--- src/hdl/clafs_pkg.sv ---
// Shared constants and types for the cursor list block.
// No dependencies.
package clafs_pkg;

    localparam int NODES   = 16;
    localparam int IDX_W   = $clog2(NODES);
    localparam int LINK_W  = $clog2(NODES + 1);
    localparam int CNT_W   = LINK_W;
    localparam int VALUE_W = 32;
    localparam int SLOT_W  = 4;

    typedef logic [LINK_W-1:0] link_t;
    typedef logic [IDX_W-1:0]  idx_t;
    typedef logic [CNT_W-1:0]  cnt_t;
    typedef logic [1:0]        op_t;
    typedef logic [1:0]        status_t;

    // null link
    localparam link_t NIL = link_t'(NODES);

    localparam op_t OP_APPEND = 2'd0;
    localparam op_t OP_PRINT  = 2'd1;
    localparam op_t OP_CLEAR  = 2'd2;

    localparam status_t ST_OK       = 2'd0;
    localparam status_t ST_FULL     = 2'd1;
    localparam status_t ST_NOT_FREE = 2'd2;
    localparam status_t ST_EMPTY    = 2'd3;

endpackage

--- src/hdl/clafs_ram.sv ---
// Generic simple dual-port RAM: one write port, one registered read port.
// No dependencies.
module clafs_ram #(
    parameter int WIDTH = 8,
    parameter int DEPTH = 16
) (
    input  logic                     clk,
    input  logic                     we,
    input  logic [$clog2(DEPTH)-1:0] waddr,
    input  logic [WIDTH-1:0]         wdata,
    input  logic                     re,
    input  logic [$clog2(DEPTH)-1:0] raddr,
    output logic [WIDTH-1:0]         rdata
);

    logic [WIDTH-1:0] mem [DEPTH];

    always_ff @(posedge clk)
    begin
        if (we)
        begin
            mem[waddr] <= wdata;
        end
        if (re)
        begin
            rdata <= mem[raddr];
        end
    end

endmodule

--- src/hdl/cursor_list_append_from_free_slot.sv ---
// Cursor (array-backed) linked list with a free chain, NODES = 16 entries.
// Links and data words sit in two RAMs with a registered read; a sequencer walks them.
// Input transfer: tuser = op (0 append, 1 print, 2 clear, 3 ignored);
// tdata = value in [31:0], slot in [35:32]. Output transfer: tuser = status
// (0 ok, 1 full, 2 slot not free, 3 empty), tdata = item (print data, else 0),
// tlast marks the final result of an input. After reset the link RAM is swept
// (entry i -> i+1) and no input is taken meanwhile; clear runs the same sweep.
// An append walks the free chain up to the chosen slot, then matches, unlinks,
// fills, hooks on at the tail and answers (a tail register avoids walking the
// list); a print reads both RAMs once per hop, the read being registered; a
// not-free answer walks the whole free chain. One input is worked at a time;
// the output register lets the next input be taken while the last result is
// still waiting.
// Depends on clafs_pkg and clafs_ram.
module cursor_list_append_from_free_slot (
    input  logic        clk,
    input  logic        rst_n,
    input  logic        s_axis_tvalid,
    output logic        s_axis_tready,
    input  logic [39:0] s_axis_tdata,   // value[31:0], slot[35:32], zero pad
    input  logic [1:0]  s_axis_tuser,   // op[1:0]
    output logic        m_axis_tvalid,
    input  logic        m_axis_tready,
    output logic [31:0] m_axis_tdata,   // item[31:0]
    output logic [1:0]  m_axis_tuser,   // status[1:0]
    output logic        m_axis_tlast    // last
);

    typedef enum logic [10:0] {
        S_SWEEP = 11'b000_0000_0001,
        S_IDLE  = 11'b000_0000_0010,
        S_FCHK  = 11'b000_0000_0100,
        S_FWAIT = 11'b000_0000_1000,
        S_XWAIT = 11'b000_0001_0000,
        S_PLACE = 11'b000_0010_0000,
        S_TAIL  = 11'b000_0100_0000,
        S_RESP  = 11'b000_1000_0000,
        S_PREAD = 11'b001_0000_0000,
        S_PEMIT = 11'b010_0000_0000,
        S_SPARE = 11'b100_0000_0000
    } state_t;

    state_t state_reg, state_next;

    clafs_pkg::link_t   free_head_reg, free_head_next;
    clafs_pkg::idx_t    list_head_reg, list_head_next;
    clafs_pkg::idx_t    tail_reg, tail_next;
    clafs_pkg::cnt_t    count_reg, count_next;
    clafs_pkg::link_t   p_reg, p_next;       // walk cursor
    clafs_pkg::link_t   prev_reg, prev_next; // free-chain predecessor
    clafs_pkg::cnt_t    idx_reg, idx_next;   // sweep / print index
    clafs_pkg::status_t resp_reg, resp_next;
    logic               clr_reg, clr_next;   // sweep came from clear
    logic [clafs_pkg::VALUE_W-1:0] value_reg, value_next;
    clafs_pkg::idx_t    slot_reg, slot_next;

    logic                          out_valid_reg, out_valid_next;
    clafs_pkg::status_t            out_status_reg, out_status_next;
    logic [clafs_pkg::VALUE_W-1:0] out_item_reg, out_item_next;
    logic                          out_last_reg, out_last_next;

    // RAM ports
    logic                          link_we, link_re;
    clafs_pkg::idx_t               link_waddr, link_raddr;
    clafs_pkg::link_t              link_wdata, link_rdata;
    logic                          data_we, data_re;
    clafs_pkg::idx_t               data_raddr;
    logic [clafs_pkg::VALUE_W-1:0] data_rdata;

    logic                          in_xfer;
    logic                          out_free;
    clafs_pkg::op_t                in_op;
    logic [clafs_pkg::VALUE_W-1:0] in_value;
    logic [clafs_pkg::SLOT_W-1:0]  in_slot;
    logic                          print_last;

    clafs_ram #(
        .WIDTH (clafs_pkg::LINK_W),
        .DEPTH (clafs_pkg::NODES)
    ) u_link_ram (
        .clk   (clk),
        .we    (link_we),
        .waddr (link_waddr),
        .wdata (link_wdata),
        .re    (link_re),
        .raddr (link_raddr),
        .rdata (link_rdata)
    );

    clafs_ram #(
        .WIDTH (clafs_pkg::VALUE_W),
        .DEPTH (clafs_pkg::NODES)
    ) u_data_ram (
        .clk   (clk),
        .we    (data_we),
        .waddr (slot_reg),
        .wdata (value_reg),
        .re    (data_re),
        .raddr (data_raddr),
        .rdata (data_rdata)
    );

    assign s_axis_tready = (state_reg == S_IDLE);
    assign in_xfer       = s_axis_tvalid && s_axis_tready;
    assign in_op         = s_axis_tuser;
    assign in_value      = s_axis_tdata[31:0];
    assign in_slot       = s_axis_tdata[35:32];

    // output register free this cycle (empty, or being taken)
    assign out_free      = !out_valid_reg || m_axis_tready;
    assign print_last    = (clafs_pkg::cnt_t'(idx_reg + 1'b1) == count_reg);

    assign m_axis_tvalid = out_valid_reg;
    assign m_axis_tdata  = out_item_reg;
    assign m_axis_tuser  = out_status_reg;
    assign m_axis_tlast  = out_last_reg;

    always_comb
    begin
        state_next      = state_reg;
        free_head_next  = free_head_reg;
        list_head_next  = list_head_reg;
        tail_next       = tail_reg;
        count_next      = count_reg;
        p_next          = p_reg;
        prev_next       = prev_reg;
        idx_next        = idx_reg;
        resp_next       = resp_reg;
        clr_next        = clr_reg;
        value_next      = value_reg;
        slot_next       = slot_reg;

        out_valid_next  = out_valid_reg && !m_axis_tready;
        out_status_next = out_status_reg;
        out_item_next   = out_item_reg;
        out_last_next   = out_last_reg;

        link_we    = 1'b0;
        link_waddr = p_reg[clafs_pkg::IDX_W-1:0];
        link_wdata = clafs_pkg::NIL;
        link_re    = 1'b0;
        link_raddr = p_reg[clafs_pkg::IDX_W-1:0];
        data_we    = 1'b0;
        data_re    = 1'b0;
        data_raddr = p_reg[clafs_pkg::IDX_W-1:0];

        case (state_reg)
            S_SWEEP:
            begin
                // rebuild free chain in index order; last entry gets null
                link_we    = 1'b1;
                link_waddr = idx_reg[clafs_pkg::IDX_W-1:0];
                link_wdata = clafs_pkg::link_t'(idx_reg + 1'b1);
                idx_next   = clafs_pkg::cnt_t'(idx_reg + 1'b1);
                if (idx_reg == clafs_pkg::cnt_t'(clafs_pkg::NODES - 1))
                begin
                    clr_next   = 1'b0;
                    resp_next  = clafs_pkg::ST_OK;
                    state_next = clr_reg ? S_RESP : S_IDLE;
                end
            end

            S_IDLE:
            begin
                if (in_xfer)
                begin
                    value_next = in_value;
                    slot_next  = clafs_pkg::idx_t'(in_slot);
                    case (in_op)
                        clafs_pkg::OP_APPEND:
                        begin
                            if (free_head_reg == clafs_pkg::NIL)
                            begin
                                resp_next  = clafs_pkg::ST_FULL;
                                state_next = S_RESP;
                            end
                            else
                            begin
                                p_next     = free_head_reg;
                                prev_next  = clafs_pkg::NIL;
                                state_next = S_FCHK;
                            end
                        end
                        clafs_pkg::OP_PRINT:
                        begin
                            if (count_reg == '0)
                            begin
                                resp_next  = clafs_pkg::ST_EMPTY;
                                state_next = S_RESP;
                            end
                            else
                            begin
                                p_next     = clafs_pkg::link_t'(list_head_reg);
                                idx_next   = '0;
                                state_next = S_PREAD;
                            end
                        end
                        clafs_pkg::OP_CLEAR:
                        begin
                            free_head_next = '0;
                            list_head_next = '0;
                            count_next     = '0;
                            idx_next       = '0;
                            clr_next       = 1'b1;
                            state_next     = S_SWEEP;
                        end
                        default:
                        begin
                            // unused op: no result, no change
                            state_next = S_IDLE;
                        end
                    endcase
                end
            end

            S_FCHK:
            begin
                if (p_reg == clafs_pkg::NIL)
                begin
                    resp_next  = clafs_pkg::ST_NOT_FREE;
                    state_next = S_RESP;
                end
                else if (p_reg == clafs_pkg::link_t'(slot_reg))
                begin
                    // fetch the chosen slot's successor
                    link_re    = 1'b1;
                    link_raddr = slot_reg;
                    state_next = S_XWAIT;
                end
                else
                begin
                    link_re    = 1'b1;
                    prev_next  = p_reg;
                    state_next = S_FWAIT;
                end
            end

            S_FWAIT:
            begin
                p_next     = link_rdata;
                state_next = S_FCHK;
            end

            S_XWAIT:
            begin
                // unlink slot from free chain
                if (prev_reg == clafs_pkg::NIL)
                begin
                    free_head_next = link_rdata;
                end
                else
                begin
                    link_we    = 1'b1;
                    link_waddr = prev_reg[clafs_pkg::IDX_W-1:0];
                    link_wdata = link_rdata;
                end
                state_next = S_PLACE;
            end

            S_PLACE:
            begin
                link_we    = 1'b1;
                link_waddr = slot_reg;
                link_wdata = clafs_pkg::NIL;
                data_we    = 1'b1;
                if (count_reg == '0)
                begin
                    list_head_next = slot_reg;
                    tail_next      = slot_reg;
                    count_next     = clafs_pkg::cnt_t'(count_reg + 1'b1);
                    resp_next      = clafs_pkg::ST_OK;
                    state_next     = S_RESP;
                end
                else
                begin
                    state_next = S_TAIL;
                end
            end

            S_TAIL:
            begin
                link_we    = 1'b1;
                link_waddr = tail_reg;
                link_wdata = clafs_pkg::link_t'(slot_reg);
                tail_next  = slot_reg;
                if (count_reg < clafs_pkg::cnt_t'(clafs_pkg::NODES))
                begin
                    count_next = clafs_pkg::cnt_t'(count_reg + 1'b1);
                end
                resp_next  = clafs_pkg::ST_OK;
                state_next = S_RESP;
            end

            S_RESP:
            begin
                if (out_free)
                begin
                    out_valid_next  = 1'b1;
                    out_status_next = resp_reg;
                    out_item_next   = '0;
                    out_last_next   = 1'b1;
                    state_next      = S_IDLE;
                end
            end

            S_PREAD:
            begin
                link_re    = 1'b1;
                data_re    = 1'b1;
                state_next = S_PEMIT;
            end

            S_PEMIT:
            begin
                // read data holds until the output slot frees up
                if (out_free)
                begin
                    out_valid_next  = 1'b1;
                    out_status_next = clafs_pkg::ST_OK;
                    out_item_next   = data_rdata;
                    out_last_next   = print_last;
                    p_next          = link_rdata;
                    idx_next        = clafs_pkg::cnt_t'(idx_reg + 1'b1);
                    state_next      = print_last ? S_IDLE : S_PREAD;
                end
            end

            default:
            begin
                state_next = S_IDLE;
            end
        endcase
    end

    always_ff @(posedge clk or negedge rst_n)
    begin
        if (!rst_n)
        begin
            state_reg     <= S_SWEEP;
            free_head_reg <= '0;
            list_head_reg <= '0;
            tail_reg      <= '0;
            count_reg     <= '0;
            idx_reg       <= '0;
            clr_reg       <= 1'b0;
            out_valid_reg <= 1'b0;
        end
        else
        begin
            state_reg     <= state_next;
            free_head_reg <= free_head_next;
            list_head_reg <= list_head_next;
            tail_reg      <= tail_next;
            count_reg     <= count_next;
            idx_reg       <= idx_next;
            clr_reg       <= clr_next;
            out_valid_reg <= out_valid_next;
        end
    end

    // payload registers, no reset
    always_ff @(posedge clk)
    begin
        p_reg          <= p_next;
        prev_reg       <= prev_next;
        resp_reg       <= resp_next;
        value_reg      <= value_next;
        slot_reg       <= slot_next;
        out_status_reg <= out_status_next;
        out_item_reg   <= out_item_next;
        out_last_reg   <= out_last_next;
    end

endmodule

--- config.mk ---
export PLATFORM = sky130hd
export DESIGN_NAME = cursor_list_append_from_free_slot
export DESIGN_NICKNAME = d
export VERILOG_FILES = /design/src/hdl/clafs_pkg.sv /design/src/hdl/clafs_ram.sv /design/src/hdl/cursor_list_append_from_free_slot.sv
export SDC_FILE = /design/constraint.sdc
export NUM_CORES = 1
export LEC_CHECK = 0
export ABC_AREA = 0
export ABC_CLOCK_PERIOD_IN_PS = 5300
export BUFFER_PORTS_ARGS = -buffer_cell sky130_fd_sc_hd__buf_2
export CAP_MARGIN = 40
export CORE_UTILIZATION = 45
export CTS_CLUSTER_SIZE = 14
export DETAILED_ROUTE_END_ITERATION = 10
export GPL_TIMING_DRIVEN = 0
export SYNTH_ARGS = -nofsm -noshare
export SYNTH_HDL_FRONTEND = slang
export SYNTH_SLANG_ARGS = --single-unit
--- constraint.sdc ---
create_clock -name clk -period 5.3 [get_ports clk]
set_input_delay 1.59 -clock clk [delete_from_list [all_inputs] [get_ports clk]]
set_output_delay 1.59 -clock clk [all_outputs]
set_load 0.005 [all_outputs]
==> results of run 1 <==
-- worst max-delay path, delay by kind of cell, from the launching register on --
family | cells | cell delay (ns)
buf+inv | 3 | 0.79
flops | 1 | 0.46
simple gates | 2 | 0.84
-- per-stage QoR --
stage,setup TNS [ns],setup slack [ns],instance area [um^2]
after floorplan,0,1.06,29000
after global placement,-449.31,-2.34,30500
after detailed placement,0,1.59,31600
after CTS,0,0.981,34200
after global routing,0,0.824,34200
final,0,0.981,34200
-- kinds of logic (layout without fill, tap and decap cells) --
| logic type | Yosys count | after routing | synth area share |
|---|---|---|---|
| and+or+nand+nor | 230 | 230 | 0.0448 |
| buffers and inverters | 81 | 367 | 0.0135 |
| adders and majority gates | 4 | 4 | 0.00173 |
| muxes | 193 | 193 | 0.147 |
| AOI/OAI and AO/OA | 77 | 77 | 0.0208 |
| DFF | 747 | 747 | 0.767 |
| xor gates and xnor gates | 18 | 18 | 0.00543 |
-- cells in the mapped netlist (all sizes together) (6+ instances only) --
library cell  number  area share
xnor2              9      0.0027
inv               12      0.0016
nand2b            12      0.0026
nor3              13      0.0030
buf               31      0.0056
xor2               9      0.0027
clkbuf            38      0.0063
a22o              11      0.0035
and2              39      0.0084
nor2              61      0.0079
nor2b              7      0.0015
nand2             36      0.0047
mux4             185        0.14
o21ai             16      0.0028
a31oi              6      0.0013
nand3             10      0.0017
and3               8      0.0018
dfrtp             34       0.029
nor4              12      0.0038
edfxtp           712        0.74
-- report_power, final --
part | leakage [nW] | internal, mW | switching (mW)
clock network | 1.27 | 3.24 | 2.29
registers | 6.89 | 7.17 | 0.397
logic | 2.96 | 1.16 | 1.47
-- routing by layer --
| layer | share of wire | GRT usage |
|---|---|---|
| met1 | 0.42 | 0.297 |
| met3 | 0.060 | 0.0304 |
| met4 | 0.020 | 0.0609 |
| met2 | 0.50 | 0.336 |
| met5 | 0 | 0 |
-- worst min path at each step --
stage                                 from                      to  slack, ns  cells past startpoint
floorplan           idx_reg[4]$_DFFE_PN0P_  idx_reg[4]$_DFFE_PN0P_       0.45                      2
global placement    idx_reg[4]$_DFFE_PN0P_  idx_reg[4]$_DFFE_PN0P_       0.47                      2
detailed placement  idx_reg[4]$_DFFE_PN0P_  idx_reg[4]$_DFFE_PN0P_       0.47                      2
CTS                 idx_reg[4]$_DFFE_PN0P_  idx_reg[4]$_DFFE_PN0P_       0.48                      2
global route        idx_reg[4]$_DFFE_PN0P_  idx_reg[4]$_DFFE_PN0P_       0.51                      2
finish              idx_reg[4]$_DFFE_PN0P_  idx_reg[4]$_DFFE_PN0P_       0.48                      2
-- layout by cell type (no fill, tap or decap), types with 10 or more instances in the layout --
master,Yosys,final
inv_1,12,11
and2_1,39,39
buf_2,14,92
buf_6,4,18
clkbuf_1,34,48
buf_4,0,14
nor2_4,0,14
clkbuf_16,0,79
nand2_1,35,35
clkinv_2,0,15
nand2b_1,12,12
nand3_1,10,10
o21ai_0,14,13
buf_16,0,16
buf_8,0,12
edfxtp_1,712,712
buf_1,13,13
dfrtp_1,34,34
clkinv_1,0,15
mux4_2,185,185
nor2_1,61,47
-- layout make-up --
type | count | area (um^2)
fill | 4811 | 29200
sequential | 747 | 22300
multi-input combinational | 522 | 6490
clock buffer | 96 | 2070
timing repair buffer | 143 | 1450
tap | 846 | 1060
clock inverter | 47 | 522
buffer | 69 | 347
inverter | 12 | 45.0
==> key figures, run 1 <==
Setup path
  – Worst setup path endpoint: s_axis_tready
  – Max stage delay on crit path: 0.67 ns
  – Worst-path cell chain: nor4_2 > nand3_1 > inv_1 > clkbuf_1 > buf_2
  – Crit path max-delay cell type: nor4_2
  – Reg2reg path depth: 7
  – Crit path from: state_reg[4]$_DFFE_PN0P_
  – Critical path fanouts, max: 10
  – Reg-to-Reg Start: p_reg[0]$_DFFE_PP_
  – CP Class: flop to output port
  – Crit end category: output port
  – R2R Setup Slk: 1.69 ns
  – Worst Path Required: 3.71 ns
  – WP data arrival: 2.73 ns
  – R2R Path End: u_link_ram.mem[13][2]$_DFFE_PP_
  – Setup crit start kind: flop

Placement
  – IO buf count: 77
  – GP Congestion: 0.839
  – HPWL after DPL: 43.8 mm
  – DP Cell Count: 2,335

Timing
  – Final hold vios: 0
  – Final Max Tran Viols: 0
  – Setup Skew: 0.0248 ns
  – Final min period: 4.32 ns
  – Hold slack: 0.477 ns
  – RSZ-0062 raised after global routing: false
  – Slew @ Worst Pin: 0.874 ns
  – Slew HR: 0.417
  – Max Freq: 0.232 GHz
  – Final period utilization: 0.815
  – Final Setup Violations: 0

Synth
  – Cells after Synth: 1,350
  – Cell variety after synth: 74
  – Synthesized Nets: 1,400
  – Post-synth ARST share: 0.0469
  – Sequential area share after synthesis: 0.767
  – Avg Cell Area, Syn: 21.5 um^2
  – Syn Std Cell Area: 29,000 um^2
  – Number of flops mapped to enable cells by yosys: 712
  – Yosys reg bits: 747
  – YS warnings: 0
  – Top_reg_cell synth: edfxtp_1

Drt
  – Vias per cell: 5.71
  – DRT iter0 DRCs: 1,464
  – DR pass1 iterations: 5
  – Antenna Nets Post-Route: 0
  – Drt wl/cell: 26.8 um
  – # DRC: 0
  – DRT Wirelength: 66.4 mm
  – Vias: 14,163

Run status
  – Status: complete, no violations

Global route
  – Largest net degree at the start of global routing: 36
  – Initial antenna violation count: 0
  – Vias in the first global route: 14,522
  – First-pass GRT wire length: 98.8 mm
  – GRT overflow: 0
  – Global Route Usage Sum: 0.209

Cells and area
  – NumNets Final: 1,623
  – Largest regs: u_data_ram.mem (512), u_link_ram.mem (80)
  – Layout Cells excl Fill: 2,482
  – Inserted Diodes: 0
  – Top reg by flops: u_data_ram.mem
  – Core Util, Final: 0.540
  – Max reg flops: 512
  – Share of layout cells above drive strength 1: 0.315
  – Synth-to-Final Area Change: 18.0%

Power and ir drop
  – Worst VDD drop: 0.238 mV
  – Pwr dens: 459 nW/um^2
  – Total power: 15.7 mW
  – Static leakage: 11.1 nW

Clock tree
  – CTS tree: done
  – Post-CTS setup buffers: 0
  – Worst-skew pair later-pin latency: 0.63 ns
  – Num CTS Buffers: 78
  – Worst-path clk slew: 0.06 ns
  – Post_cts resized: 0
  – Cts hold-fix bufs: 0
  – CTS Buffer Depth: 3
  – CTS Sinks: 747
  – Root Driver: clkbuf_16
  – H-tree depth: 3

Flow run
  – Max Cap Viol: 0

Die
  – Die width: 256 um
  – Die area: 65,500 um^2
  – Initial core utilization: 0.457
  – Core area: 63,400 um^2
  – Row Count: 92
  – Ports: 83
  – Die Y: 256 um

Worst hold path
  – Hold WC Path Type: flop to flop
Power figures use the tool's default switching activity.
==> run 2, diff against run 1 <==
--- a/config.mk
+++ b/config.mk
@@ -5,8 +5,8 @@
 export SDC_FILE = /design/constraint.sdc
 export NUM_CORES = 1
 export LEC_CHECK = 0
-export ABC_AREA = 0
-export ABC_CLOCK_PERIOD_IN_PS = 5300
+export ABC_AREA = 1
+export ABC_CLOCK_PERIOD_IN_PS = 4110
 export BUFFER_PORTS_ARGS = -buffer_cell sky130_fd_sc_hd__buf_2
 export CAP_MARGIN = 40
 export CORE_UTILIZATION = 45
==> constraint.sdc (replaced) <==
create_clock -name clk -period 4.11 [get_ports clk]
set_input_delay 1.233 -clock clk [delete_from_list [all_inputs] [get_ports clk]]
set_output_delay 1.233 -clock clk [all_outputs]
set_load 0.005 [all_outputs]
==> run 2 against run 1 <==
  * Die area rose by 2.0%
  * Cell count rose by 36%
  * Routed wire length rose by 34%
  * Synthesized area rose by 2.0%
  * Core utilization fell by 1.1 points
  * First-iteration DRC count rose by 71%
  * Highest routed layer unchanged
==> key figures, run 2 <==
Placement
  – GP Congestion: 0.914
  – Pre-CTS setup slack: 1.18 ns
  – HPWL after DPL: 59.5 mm
  – IO buf count: 78
  – Post-DP Area: 31,800 um^2

Synth
  – Cell type with the largest total area after synthesis: edfxtp_1
  – Syn Std Cell Area: 29,600 um^2
  – Sequential area share after synthesis: 0.752
  – Number of flops mapped to enable cells by yosys: 712
  – Cell variety after synth: 45
  – Post-synth top area share: 0.722
  – YS warnings: 0
  – Yosys reg bits: 747
  – Avg Cell Area, Syn: 13.0 um^2
  – Post-synth ARST share: 0.0469
  – Synthesized Nets: 2,324
  – Largest cells by area after synthesis: edfxtp_1, nor2_1, o21ai_0
  – Most common cell in the netlist: edfxtp_1
  – Commonest cells in the netlist: edfxtp_1, nor2_1, o21ai_0
  – Top_reg_cell synth: edfxtp_1
  – Cells after Synth: 2,274

Die
  – Die width: 258 um
  – Initial core utilization: 0.458
  – Ports: 83
  – Die area: 66,800 um^2
  – Core area: 64,700 um^2
  – Row Count: 93
  – Die Y: 258 um

Global route
  – GRT overflow: 0
  – Vias in the first global route: 19,476
  – Initial antenna violation count: 0
  – First-pass GRT wire length: 129 mm
  – Largest net degree at the start of global routing: 22
  – Global Route Usage Sum: 0.267

Power and ir drop
  – Pint: 14.8 mW
  – Worst VDD drop: 0.429 mV
  – Sw frac: 0.377
  – NetSw: 8.99 mW
  – Static leakage: 11.6 nW
  – Pwr dens: 696 nW/um^2
  – Comb pwr share: 0.311
  – Flop pwr share: 0.408
  – Clk pwr share: 0.281

Setup path
  – CP Class: flop to output port
  – Crit end category: output port
  – WP data arrival: 1.98 ns
  – R2R Path End: u_data_ram.mem[6][18]$_DFFE_PP_
  – Crit path max-delay cell type: dfrtp_1
  – Worst-path cell chain: nor2_1 > nand3_1 > nor3_2 > buf_4 > buf_2
  – Setup crit start kind: flop
  – Worst Path Required: 2.88 ns
  – Reg2reg path depth: 6
  – Critical path fanouts, max: 10
  – Reg-to-Reg Start: state_reg[8]$_DFFE_PN0P_
  – Max stage delay on crit path: 0.40 ns
  – Crit path from: state_reg[3]$_DFFE_PN0P_
  – R2R Setup Slk: 1.10 ns

Cells and area
  – Leading cell type in the layout, fill and taps excluded: edfxtp_1
  – Share of layout cells above drive strength 1: 0.118
  – Inserted Diodes: 0
  – Top reg by flops: u_data_ram.mem
  – Core Util, Final: 0.529
  – Largest regs: u_data_ram.mem (512), u_link_ram.mem (80)
  – Post-route cell area: 34,200 um^2
  – Synth-to-Final Area Change: 15.6%
  – Most frequent cells in the layout: edfxtp_1, nor2_1, o21ai_0, nand2_1, clkbuf_1
  – Max reg flops: 512
  – NumNets Final: 2,514

Clock tree
  – Post_cts resized: 0
  – CTS tree: done
  – Worst-skew pair later-pin latency: 0.64 ns
  – Cts hold-fix bufs: 0
  – H-tree depth: 3
  – Post-CTS setup buffers: 0
  – CTS Sinks: 747
  – Num CTS Buffers: 77
  – Root Driver: clkbuf_16
  – Worst-path clk slew: 0.06 ns
  – CTS Buffer Depth: 3

Drt
  – Vias per cell: 5.94
  – Vias: 20,067
  – DR pass1 iterations: 8
  – Drt wl/cell: 26.4 um
  – # DRC: 0
  – DRT iter0 DRCs: 2,502
  – Antenna Nets Post-Route: 0
  – DRT Wirelength: 89.3 mm

Timing
  – RSZ-0062 raised after global routing: false
  – Final Setup Violations: 0
  – Max Freq: 0.311 GHz
  – Final Max Tran Viols: 0
  – Worst setup margin: 0.896 ns
  – Slew @ Worst Pin: 0.938 ns
  – Setup Skew: 0.0267 ns
  – Slew HR: 0.375
  – Final period utilization: 0.782
  – Final hold vios: 0
  – Hold slack: 0.492 ns
  – Final min period: 3.21 ns

Worst hold path
  – Worst Hold Depth: 2
  – Hold endpoint: list_head_reg[0]$_DFFE_PN0P_
  – Worst hold path startpoint: list_head_reg[0]$_DFFE_PN0P_
  – Hold WC Path Type: flop to flop

Flow run
  – Max Cap Viol: 0

Run status
  – Status: complete, no violations
run 2: cells by family after synthesis:
kind of cell    Yosys count  share of synthesized area
compound gates          529                      0.110
simple gates            754                      0.103
buf+inv                 232                     0.0314
xor+xnor                  8                    0.00237
fa+ha+maj                 4                    0.00169
flops                   747                      0.752
run 2: cell type report:
| class | instances | area (um^2) |
|---|---|---|
| multi-input cells | 1295 | 6570 |
| clock inverters | 38 | 323 |
| fillers | 5508 | 30500 |
| inverters | 101 | 382 |
| well taps | 855 | 1070 |
| plain buffers | 131 | 548 |
| flip-flops and latches | 747 | 22300 |
| clock buffers | 101 | 2070 |
| repair buffers | 111 | 1000 |
run 2: stage by stage:
stage	power, mW	setup TNS (ns)	std cells
floorplan	13.7	0	2274
global placement	16.8	-572.70	3207
detailed placement	17.1	0	3239
CTS	23.7	0	3378
global route	24.7	0	3379
finish	23.8	0	3379
run 2: per-layer routing:
layer / global-route usage / routed length, um
met1: 0.366 / 35900
met2: 0.423 / 41800
met3: 0.0424 / 7670
met4: 0.119 / 3910
met5: 0 / 0
run 2: critical path: cells and delay by family, from the launching register on:
| kind | cells | cell delay (ns) |
|---|---|---|
| buffers and inverters | 2 | 0.32 |
| flip-flops | 1 | 0.40 |
| AND/OR/NAND/NOR | 3 | 0.61 |
run 2: power by group through the flow:
stage                     combinational, mW  sequential (mW)  clock [mW]
after detailed placement               7.26             9.86           0
after global placement                 6.98             9.86           0
after CTS                              7.29             9.71        6.75
after floorplan                        4.15             9.60           0
after global routing                   7.92             9.76        7.03
final                                  7.41             9.72        6.70
run 2: worst max path at each step:
stage | endpoint | cells after the start | slack [ns]
final | s_axis_tready | 5 | 0.90
after global routing | s_axis_tready | 5 | 0.78
after CTS | s_axis_tready | 5 | 0.89
after detailed placement | u_data_ram.mem[6][21]$_DFFE_PP_ | 6 | 1.18
after global placement | value_reg[20]$_DFFE_PP_ | 3 | -1.35
after floorplan | slot_reg[0]$_DFFE_PP_ | 2 | 0.86
